$ cat config.mk
export PLATFORM = sky130hd
export DESIGN_NAME = pdb_cstage
export DESIGN_NICKNAME = d
export VERILOG_FILES = /design/src/sv/pdb_pkg.sv /design/src/sv/pdb_cstage.sv
export SDC_FILE = /design/constraint.sdc
export NUM_CORES = 1
export LEC_CHECK = 0
export BUFFER_PORTS_ARGS = -buffer_cell sky130_fd_sc_hd__buf_2
export CAP_MARGIN = 40
export CORE_ASPECT_RATIO = 0.75
export CORE_MARGIN = 3
export CORE_UTILIZATION = 51
export CTS_BUF_LIST = sky130_fd_sc_hd__clkbuf_4 sky130_fd_sc_hd__clkbuf_8
export DETAILED_ROUTE_END_ITERATION = 7
export PLACE_DENSITY = 0.8
export SETUP_SLACK_MARGIN = 0.5
export SLEW_MARGIN = 30
export SYNTH_ARGS = -nofsm -noshare
export SYNTH_HDL_FRONTEND = slang
export SYNTH_SLANG_ARGS = --single-unit
$ cat constraint.sdc
create_clock -name clk -period 3.2 [get_ports clk]
set_input_delay 0.48 -clock clk [delete_from_list [all_inputs] [get_ports clk]]
set_output_delay 0.48 -clock clk [all_outputs]
set_load 0.01 [all_outputs]
$ cat src/sv/pdb_pkg.sv
// Shared constants, tables and types of the point distance and bearing block.
package pdb_pkg;

  localparam int COORD_BITS_DEF    = 16;
  localparam int CORDIC_STAGES_DEF = 20;
  localparam int MAX_STAGES        = 32;

  // Fraction bits of the x/y datapath and width of the angle accumulator.
  localparam int FRAC_BITS = 12;
  localparam int Z_W       = 34;

  localparam int DIST_W    = 25;
  localparam int BEAR_W    = 17;
  localparam int DIST_MAX  = 33554431;
  localparam int BEAR_MAX  = 46080;
  localparam int DEG_SCALE = 92160;

  localparam logic [15:0] GAIN_HI = 16'h9B74;
  localparam logic [15:0] GAIN_LO = 16'hEDA8;

  // A quarter turn in accumulator units (2^32 units per turn).
  localparam logic signed [Z_W-1:0] Z_QUARTER = Z_W'(64'sd1073741824);

  // atan(2^-i) in accumulator units, rounded to nearest.
  localparam logic [31:0] ATAN_UNITS [MAX_STAGES] = '{
    32'd536870912, 32'd316933406, 32'd167458907, 32'd85004756,
    32'd42667331,  32'd21354465,  32'd10679838,  32'd5340245,
    32'd2670163,   32'd1335087,   32'd667544,    32'd333772,
    32'd166886,    32'd83443,     32'd41722,     32'd20861,
    32'd10430,     32'd5215,      32'd2608,      32'd1304,
    32'd652,       32'd326,       32'd163,       32'd81,
    32'd41,        32'd20,        32'd10,        32'd5,
    32'd3,         32'd1,         32'd1,         32'd0
  };

  // Per-stage control that travels with each item's data.
  typedef struct packed {
    logic valid;
    logic zero;
  } ctl_t;

endpackage

$ cat src/sv/pdb_cstage.sv
// One registered CORDIC vectoring micro-rotation with a fixed shift.
module pdb_cstage #(
  parameter int DW    = pdb_pkg::COORD_BITS_DEF + pdb_pkg::FRAC_BITS + 3,
  parameter int SHIFT = 0
) (
  input  logic                           clk,
  input  logic                           rst,
  input  pdb_pkg::ctl_t                  in_ctl,
  input  logic signed [DW-1:0]           in_x,
  input  logic signed [DW-1:0]           in_y,
  input  logic signed [pdb_pkg::Z_W-1:0] in_z,
  output logic                           in_ready,
  output pdb_pkg::ctl_t                  out_ctl,
  output logic signed [DW-1:0]           out_x,
  output logic signed [DW-1:0]           out_y,
  output logic signed [pdb_pkg::Z_W-1:0] out_z,
  input  logic                           out_ready
);
  import pdb_pkg::*;

  localparam logic signed [Z_W-1:0] ANGLE = $signed({{(Z_W-32){1'b0}}, ATAN_UNITS[SHIFT]});

  logic signed [DW-1:0]  xs;
  logic signed [DW-1:0]  ys;
  logic signed [DW-1:0]  x_next;
  logic signed [DW-1:0]  y_next;
  logic signed [Z_W-1:0] z_next;

  assign in_ready = !out_ctl.valid || out_ready;

  always_comb begin
    xs = in_x >>> SHIFT;
    ys = in_y >>> SHIFT;
    // A zero residual counts as positive.
    if (!in_y[DW-1]) begin
      x_next = in_x + ys;
      y_next = in_y - xs;
      z_next = in_z + ANGLE;
    end else begin
      x_next = in_x - ys;
      y_next = in_y + xs;
      z_next = in_z - ANGLE;
    end
  end

  always_ff @(posedge clk) begin
    if (rst) begin
      out_ctl <= '0;
    end else if (in_ready) begin
      out_ctl <= in_ctl;
    end
  end

  always_ff @(posedge clk) begin
    if (in_ready) begin
      out_x <= x_next;
      out_y <= y_next;
      out_z <= z_next;
    end
  end

endmodule

# After elaboration in Yosys (flattened, before gate mapping)
# Index checks and enable logic that the tools add are counted.
# totals
register_bits,98
elab_cells,15
input_bits,101
output_inout_bits,99
# classes
reduce_logical,2
add_sub_neg,5
n_mux,3
# op_table
cell,count
$mux 31,2
$sub 31x31->31,2
$add 34x31->34 const B,1
$mux 34,1
$sub 34x31->34 const B,1
$add 31x31->31,1
$logic_not 1->1,1
$logic_or 1x1->1,1

# Depth between registers and ports, before layout
# Gate-level depths: netlist (run 1).
# logic_depth
depth_word,2
ltp_mapped,13

# Least setup slack after synthesis (run 1)
# OpenSTA, ideal clock, no wires.
# synth_timing
path_kind,input-to-reg
startpoint,input out_ready
endpoint,register out_ctl[0] (netlist bit)
setup_ns,0.128
slack_ns,-0.244
stages,3
arrival_ns,3.316
path_buffers,0
cell_sequence,nand2b_1 > mux2i_1 > nor2_1
# synth_between
elab_chain_len,1
# synth_rtl
item,line_no,text
"start, declared",pdb_cstage.sv:17,input logic out_ready
$logic_or 1x1->1,pdb_cstage.sv:29,assign in_ready = !out_ctl.valid || out_ready;
"end signal, assigned",pdb_cstage.sv:50,out_ctl <= in_ctl;
"end, declared",pdb_cstage.sv:13,"output pdb_pkg::ctl_t out_ctl,"
# Every way passes these cells.
# A chain may end at the register's enable or synchronous reset.

# Worst setup path in the final report (run 1)
# layout_timing
startpoint,input in_y[0]
endpoint,register out_y[28] (data pin)
# layout_between
elab_chain_len,2
word_cells_on_any_way,3
classes_between,2 x add/sub; 1 x mux
# layout_rtl
item,line_no,text
"start, declared",pdb_cstage.sv:10,"input logic signed [DW-1:0] in_y,"
$sub 31x31->31 / $add 31x31->31 (equally long branches),"pdb_cstage.sv:37, pdb_cstage.sv:41",
$mux 31 (*),pdb_cstage.sv:35,if (!in_y[DW-1]) begin
via y_next[28],pdb_cstage.sv:26,logic signed [DW-1:0] y_next;
"end signal, assigned",pdb_cstage.sv:57,out_y <= y_next;
"end, declared",pdb_cstage.sv:15,"output logic signed [DW-1:0] out_y,"
# Mark *: on every way through the listed nets, which the timed path passes. The rest lies on a longest branch.

==> flow_metrics.env, run 1 <==
export IMPL_status="completed"
export IMPL_cts_hold_buf=0
export IMPL_cts_buffer_depth=2
export IMPL_die_w_um=153
export IMPL_dr_pass1_iters=6
export IMPL_yosys_top_cells_area="edfxtp_1 (34%), ha_1 (14%), a21oi_1 (6.5%), xnor2_1 (5.7%), inv_1 (4.4%)"
export IMPL_seq_area_um2=2890
export IMPL_routedWlPerCell_um=19.9
export IMPL_ioPinCount=200
export IMPL_leakagePower_nw=4.99
export IMPL_slew_violations=0
export IMPL_p_int_mw=2.87
export IMPL_rsz0062_at_grt="yes"
export IMPL_netlist_area_um2=8300
export IMPL_min_period_over_period_pct=88.4
export IMPL_ff2ff_setup_slack_ps=1660
export IMPL_core_um2=15600
export IMPL_synth_ff_type="edfxtp_1"
export IMPL_cts_tree="built"
export IMPL_synth_edf_count=95
export IMPL_final_cells=1422
export IMPL_combPwrFrac_pct=43.2
export IMPL_antenna_cells=0
export IMPL_tns_ps=0
export IMPL_p_clk_share_pct=18.5
export IMPL_multi_input_area_um2=5340
export IMPL_worst_slew_pin_slew_ps=779
export IMPL_seq_area_frac_synth_pct=34.8
export IMPL_fmax_ghz=0.354
export IMPL_clk_pin_slew_worst_paths_ps=100
export IMPL_synth_distinct_cells=70
export IMPL_num_nets_final=1410
export IMPL_dr_first_iter_drc_count=1145
export IMPL_die_height_um=116
export IMPL_dp_cells=1389
export IMPL_critical_path_max_fanout=4
export IMPL_synthCells=931
export IMPL_grt_max_degree=81
export IMPL_ys_warn_count=0
export IMPL_insertion_delay_ps=390
export IMPL_core_rowCount=39
export IMPL_grt_use_total_pct=29.1
export IMPL_htree_levels=3
export IMPL_setup_violations_final=0
export IMPL_clkSinkCount=97
export IMPL_synthesis_nets=1129
export IMPL_cpPeakStageDelay_ps=390
export IMPL_cp_end_kind="register"
export IMPL_route_detailed_drc=0
export IMPL_fin_hold_ws_ps=256
export IMPL_cp_cell_sequence="buf_8 > ha_4 > fa_2 > nor2b_4 > o311a_1 > o21ai_2 > a2111oi_2 > a211o_1 > a221o_1 > a21oi_2 > mux2i_1 > xnor2_1"
export IMPL_avgViaCountPerCell=5.90
export IMPL_relSlewSlack_pct=47.8
export IMPL_hold_violations=0
export IMPL_seqPwrFrac_pct=38.3
export IMPL_globalRouteOverflowTotal=0
export IMPL_p_switching_mw=1.70
export IMPL_gp_congestion=1.11
export IMPL_start_kind="input port"
export IMPL_root_buffer="clkbuf_8"
export IMPL_grt_pass1_wl_um=40600
export IMPL_fin_crit_ps=2830
export IMPL_synth_area_leader_cell="edfxtp_1"
export IMPL_vdd_drop_max_v=0.000251
export IMPL_swShare_pct=37.2
export IMPL_port_buffers=199
export IMPL_cts_made_buffers=9
export IMPL_grt_pass1_vias=7392
export IMPL_design_area_um2=11000
export IMPL_crit_arrival_ps=2970
export IMPL_yosysTopAreaCellShare_pct=34.4
export IMPL_ys_seq_elements=97
export IMPL_area_growth_syn_to_layout_pct=32.5
export IMPL_cp_slowest_cell="fa_2"
export IMPL_dp_final_hpwl_um=22100
export IMPL_dpl_cell_area_um2=10200
export IMPL_fill_cells=1183
export IMPL_hold_path_class="input port to register"
export IMPL_start_util_pct=53.3
export IMPL_wl_um=28300
export IMPL_synthArstFlopShare_pct=0
export IMPL_synth_common_cells="a21oi_1 (108), inv_1 (98), edfxtp_1 (95)"
export IMPL_clock_skew_ps=10.7
export IMPL_critical_path_class="input port to register"
export IMPL_num_vias=8388
export IMPL_syn_area_per_cell_um2=8.92
export IMPL_critical_path_required_ps=3340
export IMPL_antenna_found_initial=0
export IMPL_dieArea_um2=17900
export IMPL_maxCapViolations=0
export IMPL_drive_above_1_share_pct=34.7
export IMPL_ant_nets=0
export IMPL_synth_most_common_cell="a21oi_1"
export IMPL_p_per_area_nw_per_um2=415
-- critical path, delay by kind of cell --
kind,cells,cell delay (ps)
compound gates,6,1440
fa+ha+maj,2,550
simple gates,1,150
xor+xnor,1,140
buf+inv,1,110
mux,1,100
-- layer usage --
| metal | up-vias | track usage (%) | wire length [um] |
|---|---|---|---|
| met3 | 28 | 9.52 | 3930 |
| met2 | 568 | 39.4 | 11300 |
| met1 | 3917 | 45.2 | 12800 |
| li1 | 3875 | - | - |
| met4 | 0 | 5.34 | 279 |
| met5 | - | 0 | 0 |
-- stage by stage --
stage / power, mW / util (%) / worst slack, ps
detailed placement: 3.54 / 65.4 / -106
floorplan: 2.76 / - / 296
global placement: 3.50 / 65.4 / -11.6
global route: 4.77 / 70.6 / 312
finish: 4.56 / 70.6 / 372
CTS: 4.39 / 67.5 / 394
-- cells by family (layout without fill, tap and decap cells) --
family | after synthesis | count (layout) | share of synthesized area, %
xor+xnor | 62 | 62 | 6.54
buf+inv | 140 | 426 | 6.66
compound gates | 298 | 298 | 22.8
fa+ha+maj | 97 | 97 | 15.0
mux | 16 | 16 | 1.94
flops | 97 | 97 | 34.8
simple gates | 221 | 221 | 12.2
-- layout make-up --
| class | count | area share, % |
|---|---|---|
| Timing Repair Buffer | 310 | 17.5 |
| Multi-Input combinational cell | 694 | 48.6 |
| Inverter | 100 | 3.44 |
| Sequential cell | 97 | 26.3 |
| Clock buffer | 9 | 1.13 |
| Clock inverter | 7 | 0.694 |
| Tap cell | 205 | 2.33 |
-- sequential cells by signal (all words and copies together) (netlist names) --
| name | count |
|---|---|
| out_z | 34 |
| out_y | 31 |
| out_ctl | 2 |
| out_x | 30 |
-- cell usage in the layout (no fill, tap or decap), drive strengths merged, types with 5 or more instances in the layout --
cell type  Yosys  layout
nor3          22      22
mux2i         15      15
buf           19     310
o31ai          8       8
a21o          14      14
inv           98     101
nand4          5       5
o21a           9       9
nor4           5       5
o311ai         6       6
a31oi          8       8
edfxtp        95      95
nand2b        10      10
o21ai         64      64
ha            93      93
a2111oi        6       6
nand2         52      52
nand3         11      11
xnor2         54      54
nor2b          9       9
o211ai         7       7
clkbuf        21       9
xor2           8       8
nor2          89      89
or3            6       6
o21bai        17      17
a21oi        108     108
a211oi        13      13
-- what timing repair did --
item,CTS,global route
endpoints found under the setup margin,25,31
gates resized for setup,25,85
buffers inserted,3,13
pin swaps,9,41
cloned,0,0
-- power by group through the flow --
| stage | logic, mW | clock network [mW] | registers [mW] |
|---|---|---|---|
| after floorplan | 0.883 | 0 | 1.88 |
| after global routing | 2.10 | 0.902 | 1.76 |
| after CTS | 1.80 | 0.849 | 1.75 |
| after detailed placement | 1.76 | 0 | 1.78 |
| final | 1.97 | 0.845 | 1.75 |
| after global placement | 1.73 | 0 | 1.77 |
-- path summary, 6_finish.rpt --
| kind | from | to | cells past startpoint |
|---|---|---|---|
| max | in_y[0] | out_y[28]$_DFFE_PP_ | 12 |
| min | in_z[17] | out_z[17]$_DFFE_PP_ | 1 |
| max reg2reg | out_ctl[1]$_SDFFE_PP0P_ | out_x[21]$_DFFE_PP_ | 2 |
| min reg2reg | out_ctl[0]$_SDFFE_PP0P_ | out_ctl[0]$_SDFFE_PP0P_ | 2 |
No activity file was read; power rests on OpenSTA's default activity.
==> run 2, diff against run 1 <==
--- a/config.mk
+++ b/config.mk
@@ -9,10 +9,9 @@
 export CAP_MARGIN = 40
 export CORE_ASPECT_RATIO = 0.75
 export CORE_MARGIN = 3
-export CORE_UTILIZATION = 51
+export CORE_UTILIZATION = 30
 export CTS_BUF_LIST = sky130_fd_sc_hd__clkbuf_4 sky130_fd_sc_hd__clkbuf_8
 export DETAILED_ROUTE_END_ITERATION = 7
-export PLACE_DENSITY = 0.8
 export SETUP_SLACK_MARGIN = 0.5
 export SLEW_MARGIN = 30
 export SYNTH_ARGS = -nofsm -noshare
==> run 2 against run 1 <==
Effect of this change:
- wire length grew 7.0%
- largest power group unchanged
- critical endpoint unchanged
- clock skew grew 4.4 ps
- clock-buffer cell count grew 2
- largest cell class unchanged
- cell area grew 6.0%
- worst setup slack lost 100 ps
- critical path type unchanged
- maximum frequency shrank 3.4%
- clock power shrank 11%
- first-iteration DRC count shrank 33%
- register-to-register slack lost 20 ps
- flip-flop and latch count is the same
- global-route usage shrank 9.9 points
- core utilization shrank 28 points
==> flow_metrics.env, run 2 (synthesis gave the netlist of run 1 again) <==
export IMPL_status="completed"
export IMPL_fin_crit_ps=2930
export IMPL_cts_tree="built"
export IMPL_p_per_area_nw_per_um2=394
export IMPL_grt_use_total_pct=19.2
export IMPL_dpl_cell_area_um2=10500
export IMPL_seq_area_um2=2890
export IMPL_root_buffer="clkbuf_8"
export IMPL_start_util_pct=30.6
export IMPL_num_vias=8247
export IMPL_avgViaCountPerCell=5.13
export IMPL_worst_slew_pin_slew_ps=685
export IMPL_relSlewSlack_pct=53.9
export IMPL_dp_cells=1560
export IMPL_grt_pass1_wl_um=44300
export IMPL_clock_skew_ps=15.1
export IMPL_dp_final_hpwl_um=24200
export IMPL_dieArea_um2=29700
export IMPL_setup_violations_final=0
export IMPL_fill_cells=2707
export IMPL_core_um2=27100
export IMPL_cts_buffer_depth=2
export IMPL_multi_input_area_um2=5550
export IMPL_dr_pass1_iters=5
export IMPL_cts_made_buffers=9
export IMPL_hold_path_class="input port to register"
export IMPL_leakagePower_nw=5.21
export IMPL_grt_max_degree=81
export IMPL_vdd_drop_max_v=0.000174
export IMPL_tns_ps=0
export IMPL_insertion_delay_ps=370
export IMPL_drive_above_1_share_pct=37.5
export IMPL_rsz0062_at_grt="yes"
export IMPL_maxCapViolations=0
export IMPL_antenna_found_initial=1
export IMPL_start_kind="input port"
export IMPL_final_cells=1607
export IMPL_core_rowCount=52
export IMPL_regMostFlops="out_z"
export IMPL_critical_path_class="input port to register"
export IMPL_ant_nets=0
export IMPL_slew_violations=0
export IMPL_critical_path_required_ps=3330
export IMPL_mostFrequentLayoutCell="buf_2"
export IMPL_wl_um=30300
export IMPL_die_w_um=198
export IMPL_htree_levels=3
export IMPL_die_height_um=150
export IMPL_hold_violations=0
export IMPL_route_detailed_drc=0
export IMPL_crit_arrival_ps=3060
export IMPL_final_cell_mix="buf_2 (193), buf_4 (139), edfxtp_1 (95), inv_1 (93), a21oi_1 (93)"
export IMPL_clk_pin_slew_worst_paths_ps=110
export IMPL_critical_path_max_fanout=3
export IMPL_gp_congestion=0.938
export IMPL_port_buffers=199
export IMPL_num_nets_final=1449
export IMPL_clkSinkCount=97
export IMPL_layout_setup_ws_ps=272
export IMPL_design_area_um2=11700
export IMPL_fin_total_pwr_mw=4.59
export IMPL_globalRouteOverflowTotal=0
export IMPL_largest_reg_flops=34
export IMPL_antenna_cells=0
export IMPL_pre_cts_ws_ps=-284
export IMPL_area_growth_syn_to_layout_pct=40.4
export IMPL_grt_pass1_vias=7560
export IMPL_reg_top3="out_z x34, out_y x31, out_x x30"
export IMPL_fmax_ghz=0.341
export IMPL_min_period_over_period_pct=91.5
export IMPL_routedWlPerCell_um=18.8
export IMPL_ioPinCount=200
export IMPL_dr_first_iter_drc_count=762
export IMPL_cp_end_kind="register"
run 2: cell count changes in the layout (fill, tap and decap cells not counted), sizes merged:
cell | previous run | this run
buf | 310 | 349
bufinv | 1 | 0
clkbuf | 9 | 11
clkinvlp | 1 | 2
inv | 101 | 99
run 2: worst paths after layout:
kind	start	endpoint	slack, ps	depth (start not counted)
hold reg to reg	out_ctl[0]$_SDFFE_PP0P_	out_ctl[0]$_SDFFE_PP0P_	510	2
setup reg to reg	out_ctl[1]$_SDFFE_PP0P_	out_y[19]$_DFFE_PP_	1640	2
setup / recovery	in_x[0]	out_y[28]$_DFFE_PP_	270	12
hold / removal	in_z[16]	out_z[16]$_DFFE_PP_	280	1
run 2: power by group:
| group | switching, mW | leakage (nW) | internal [mW] |
|---|---|---|---|
| registers | 0.0675 | 1.00 | 1.67 |
| logic | 1.20 | 4.12 | 0.908 |
| clock network | 0.447 | 0.0870 | 0.306 |
run 2: metal layers:
layer	vias to the layer above	share of wire, %	track usage, %
met4	2	0.58	3.08
met2	369	39	25.0
met1	3910	52	31.7
met3	13	8.8	4.21
met5	-	0.043	0
li1	3953	-	-
run 2: repair_timing:
action,4_1_cts,5_1_grt
pin swaps,24,57
hold buffers,0,0
gates resized for setup,58,89
setup buffers,11,20
setup endpoints to repair,32,35
run 2: metrics by stage:
| step | hold WS, ps | util [%] |
|---|---|---|
| 2_1_floorplan | 528 | - |
| 5_1_grt | 242 | 43.0 |
| 3_5_place_dp | 491 | 38.9 |
| 6_report | 277 | 43.0 |
| 3_3_place_gp | 474 | 38.9 |
| 4_1_cts | 245 | 40.8 |
run 2: area by class of cell:
type                            instances  area share [%]
Clock inverter                          5           0.354
Timing Repair Buffer                  349            19.0
Clock buffer                           11            1.19
Sequential cell                        97            24.8
Inverter                              100            3.24
Tap cell                              351            3.77
Multi-Input combinational cell        694            47.6
run 2: worst max-delay path: stages:
cell and delay [ps]:
buf_8 100, ha_4 150, fa_2 380, nor2b_4 150
o311a_1 320, o21ai_4 200, a2111oi_4 100, a211o_1 330
a221o_1 390, a21oi_2 190, mux2i_1 120, xnor2_1 140
==> run 3, diff against run 2 <==
--- a/config.mk
+++ b/config.mk
@@ -5,6 +5,7 @@
 export SDC_FILE = /design/constraint.sdc
 export NUM_CORES = 1
 export LEC_CHECK = 0
+export ABC_AREA = 1
 export BUFFER_PORTS_ARGS = -buffer_cell sky130_fd_sc_hd__buf_2
 export CAP_MARGIN = 40
 export CORE_ASPECT_RATIO = 0.75
==> run 3 against run 2 <==
Effect of this change:
- clock skew rose by 14 ps
- sequential share of layout area is 0.63 points lower
- clock-buffer cell count fell by 2
- flip-flop and latch count unchanged
- core utilization down 7.5 points
- die area rose by 24%
- area after synthesis increased by 25%
- cell area up 2.6%
- register-to-register slack better by 60 ps
- non-clock buffer count shrank 141
- global-route usage is essentially flat
- critical path depth fell by 1
- largest cell class unchanged
==> flow_metrics.env, run 3 <==
export IMPL_wl_met3_um=2770
export IMPL_yosysTopAreaCellShare_pct=27.5
export IMPL_crit_cells=11
export IMPL_avgViaCountPerCell=4.70
export IMPL_p_switching_mw=1.85
export IMPL_swShare_pct=41.6
export IMPL_setup_violations_final=0
export IMPL_grt_pass1_wl_um=54500
export IMPL_num_vias=10600
export IMPL_dr_first_iter_drc_count=989
export IMPL_seq_area_frac_synth_pct=27.9
export IMPL_num_nets_final=1992
export IMPL_synthArstFlopShare_pct=0
export IMPL_tns_ps=0
export IMPL_layout_setup_ws_ps=936
export IMPL_post_cts_buffers=0
export IMPL_p_per_area_nw_per_um2=372
export IMPL_dr_pass1_iters=8
export IMPL_maxCapViolations=0
export IMPL_worstSetupStartpoint="in_x[6]"
export IMPL_critical_path_max_fanout=10
export IMPL_largest_reg_flops=34
export IMPL_mostFrequentLayoutCell="nand2_1"
export IMPL_synth_ff_type="edfxtp_1"
export IMPL_dp_cells=2233
export IMPL_cts_resized=0
export IMPL_pre_cts_ws_ps=544
export IMPL_gp_congestion=0.937
export IMPL_ys_warn_count=0
export IMPL_min_delay_path_depth=1
export IMPL_hold_violations=0
export IMPL_fin_crit_ps=2260
export IMPL_final_cell_mix="nand2_1 (588), inv_1 (327), buf_2 (199), nand3_1 (126), nor2_1 (101)"
export IMPL_p_clk_share_pct=21.3
export IMPL_netlist_area_um2=10400
export IMPL_p_int_mw=2.60
export IMPL_final_cells=2249
export IMPL_antenna_cells=0
export IMPL_vdd_drop_max_v=0.000242
export IMPL_hp_start="in_z[24]"
export IMPL_root_buffer="clkbuf_8"
export IMPL_ant_nets=0
export IMPL_grt_max_degree=75
export IMPL_rr_startpoint="out_ctl[1]$_SDFFE_PP0P_"
export IMPL_rsz0062_at_grt="no"
export IMPL_cts_hold_buf=0
export IMPL_cp_cell_sequence="buf_2 > inv_1 > ha_1 > nand2_1 > nor2_1 > inv_1 > nor2_1 > nand2_1 > nand3_2 > xor2_1 > o21ai_0"
export IMPL_r2r_cells=4
export IMPL_die_w_um=221
export IMPL_dieArea_um2=36800
export IMPL_core_rowCount=58
export IMPL_start_kind="input port"
export IMPL_wl_um=36100
export IMPL_leakagePower_nw=6.76
export IMPL_ioPinCount=200
export IMPL_yosys_top_cells_area="edfxtp_1 (28%), nand2_1 (21%), inv_1 (12%), ha_1 (11%), nand3_1 (6.1%)"
export IMPL_drive_above_1_share_pct=14.6
export IMPL_reg_top3="out_z x34, out_y x31, out_x x30"
export IMPL_clock_skew_ps=29.3
export IMPL_fin_total_pwr_mw=4.45
export IMPL_synth_area_leader_cell="edfxtp_1"
export IMPL_antenna_found_initial=0
export IMPL_crit_family="simple AND/OR/NAND/NOR gates"
export IMPL_synth_common_cells="nand2_1 (588), inv_1 (328), nand3_1 (126)"
export IMPL_hold_path_class="input port to register"
export IMPL_synth_edf_count=95
export IMPL_regMostFlops="out_z"
export IMPL_cp_end_kind="register"
export IMPL_cpPeakStageDelay_ps=540
export IMPL_status="completed"
export IMPL_grt_pass1_vias=9684
export IMPL_die_height_um=167
export IMPL_cts_made_buffers=9
export IMPL_combPwrFrac_pct=41.0
export IMPL_globalRouteOverflowTotal=0
export IMPL_drt_met1_wl_um=18500
export IMPL_clk_pin_slew_worst_paths_ps=120
export IMPL_worst_slew_pin_slew_ps=530
export IMPL_wl_met2_um=14200
export IMPL_highest_layer="met4"
export IMPL_seqPwrFrac_pct=37.7
export IMPL_dp_final_hpwl_um=30300
export IMPL_cp_slowest_cell="ha_1"
export IMPL_cts_buffer_depth=2
export IMPL_critical_path_required_ps=3350
export IMPL_synth_most_common_cell="nand2_1"
export IMPL_area_growth_syn_to_layout_pct=15.5
export IMPL_relSlewSlack_pct=64.3
export IMPL_clkSinkCount=97
export IMPL_start_util_pct=30.7
export IMPL_cts_tree="built"
export IMPL_synthCells=1615
export IMPL_syn_area_per_cell_um2=6.41
export IMPL_cp_num_buf_inv=3
export IMPL_routedWlPerCell_um=16.0
export IMPL_synthesis_nets=1813
export IMPL_synth_distinct_cells=40
export IMPL_min_period_over_period_pct=70.8
export IMPL_critical_path_class="input port to register"
export IMPL_htree_levels=3
export IMPL_ys_seq_elements=97
export IMPL_slew_violations=0
export IMPL_route_detailed_drc=0
export IMPL_crit_arrival_ps=2420
export IMPL_insertion_delay_ps=410
export IMPL_core_um2=33700
export IMPL_fmax_ghz=0.442
export IMPL_port_buffers=199
export IMPL_grt_use_total_pct=19.2
-- run 3: cell types whose count changed in the layout (fill, tap and decap cells not counted), sizes merged, moves of 15 or more --
| cell | delta |
|---|---|
| nand2 | +548 |
| o21ai | -16 |
| nand3 | +120 |
| xor2 | +22 |
| a21oi | -38 |
| xnor2 | -53 |
| inv | +236 |
| buf | -141 |
| nor3 | -16 |
| nand4 | +17 |
| nor2 | +23 |
| mux2i | -15 |
-- run 3: cell type report --
type / count / area (um2)
sequential: 97 / 2890
inverter: 333 / 1250
clock inverter: 7 / 97.6
clock buffer: 9 / 124
timing repair buffer: 208 / 1100
multi-input combinational: 1145 / 5930
tap: 450 / 563
fill: 3764 / 21800
-- run 3: through the flow --
stage | hold WS [ps] | util [%] | instance area, um2
2_1_floorplan | 482 | - | 10400
3_3_place_gp | 449 | 34.8 | 11700
3_5_place_dp | 456 | 34.8 | 11700
4_1_cts | 222 | 35.4 | 12000
5_1_grt | 224 | 35.4 | 12000
6_report | 251 | 35.4 | 12000
-- run 3: cells by family (layout without fill, tap and decap cells) --
group	after synthesis	count (layout)	share of synthesized area [%]
compound gates	140	140	7.21
xor+xnor	31	31	2.62
fa+ha+maj	97	97	12.0
buf+inv	373	557	14.8
flops	97	97	27.9
simple gates	877	877	35.4
-- run 3: final timing paths --
kind	endpoint	slack (ps)
min reg2reg	out_ctl[0]$_SDFFE_PP0P_	470
max	out_x[11]$_DFFE_PP_	940
max reg2reg	out_x[5]$_DFFE_PP_	1700
min	out_z[24]$_DFFE_PP_	250
-- run 3: metal layers --
metal  vias up  GRT usage (%)
met5         -              0
met4         0           4.39
met3        31           2.24
met2       382           27.7
met1      4825           30.2
li1       5329              -
-- run 3: power groups by stage --
stage	clock, mW	combinational [mW]	sequential (mW)
after detailed placement	0	1.81	1.71
after floorplan	0	1.05	1.80
after CTS	0.994	1.81	1.68
final	0.949	1.82	1.68
after global placement	0	1.79	1.71
after global routing	1.03	2.03	1.70
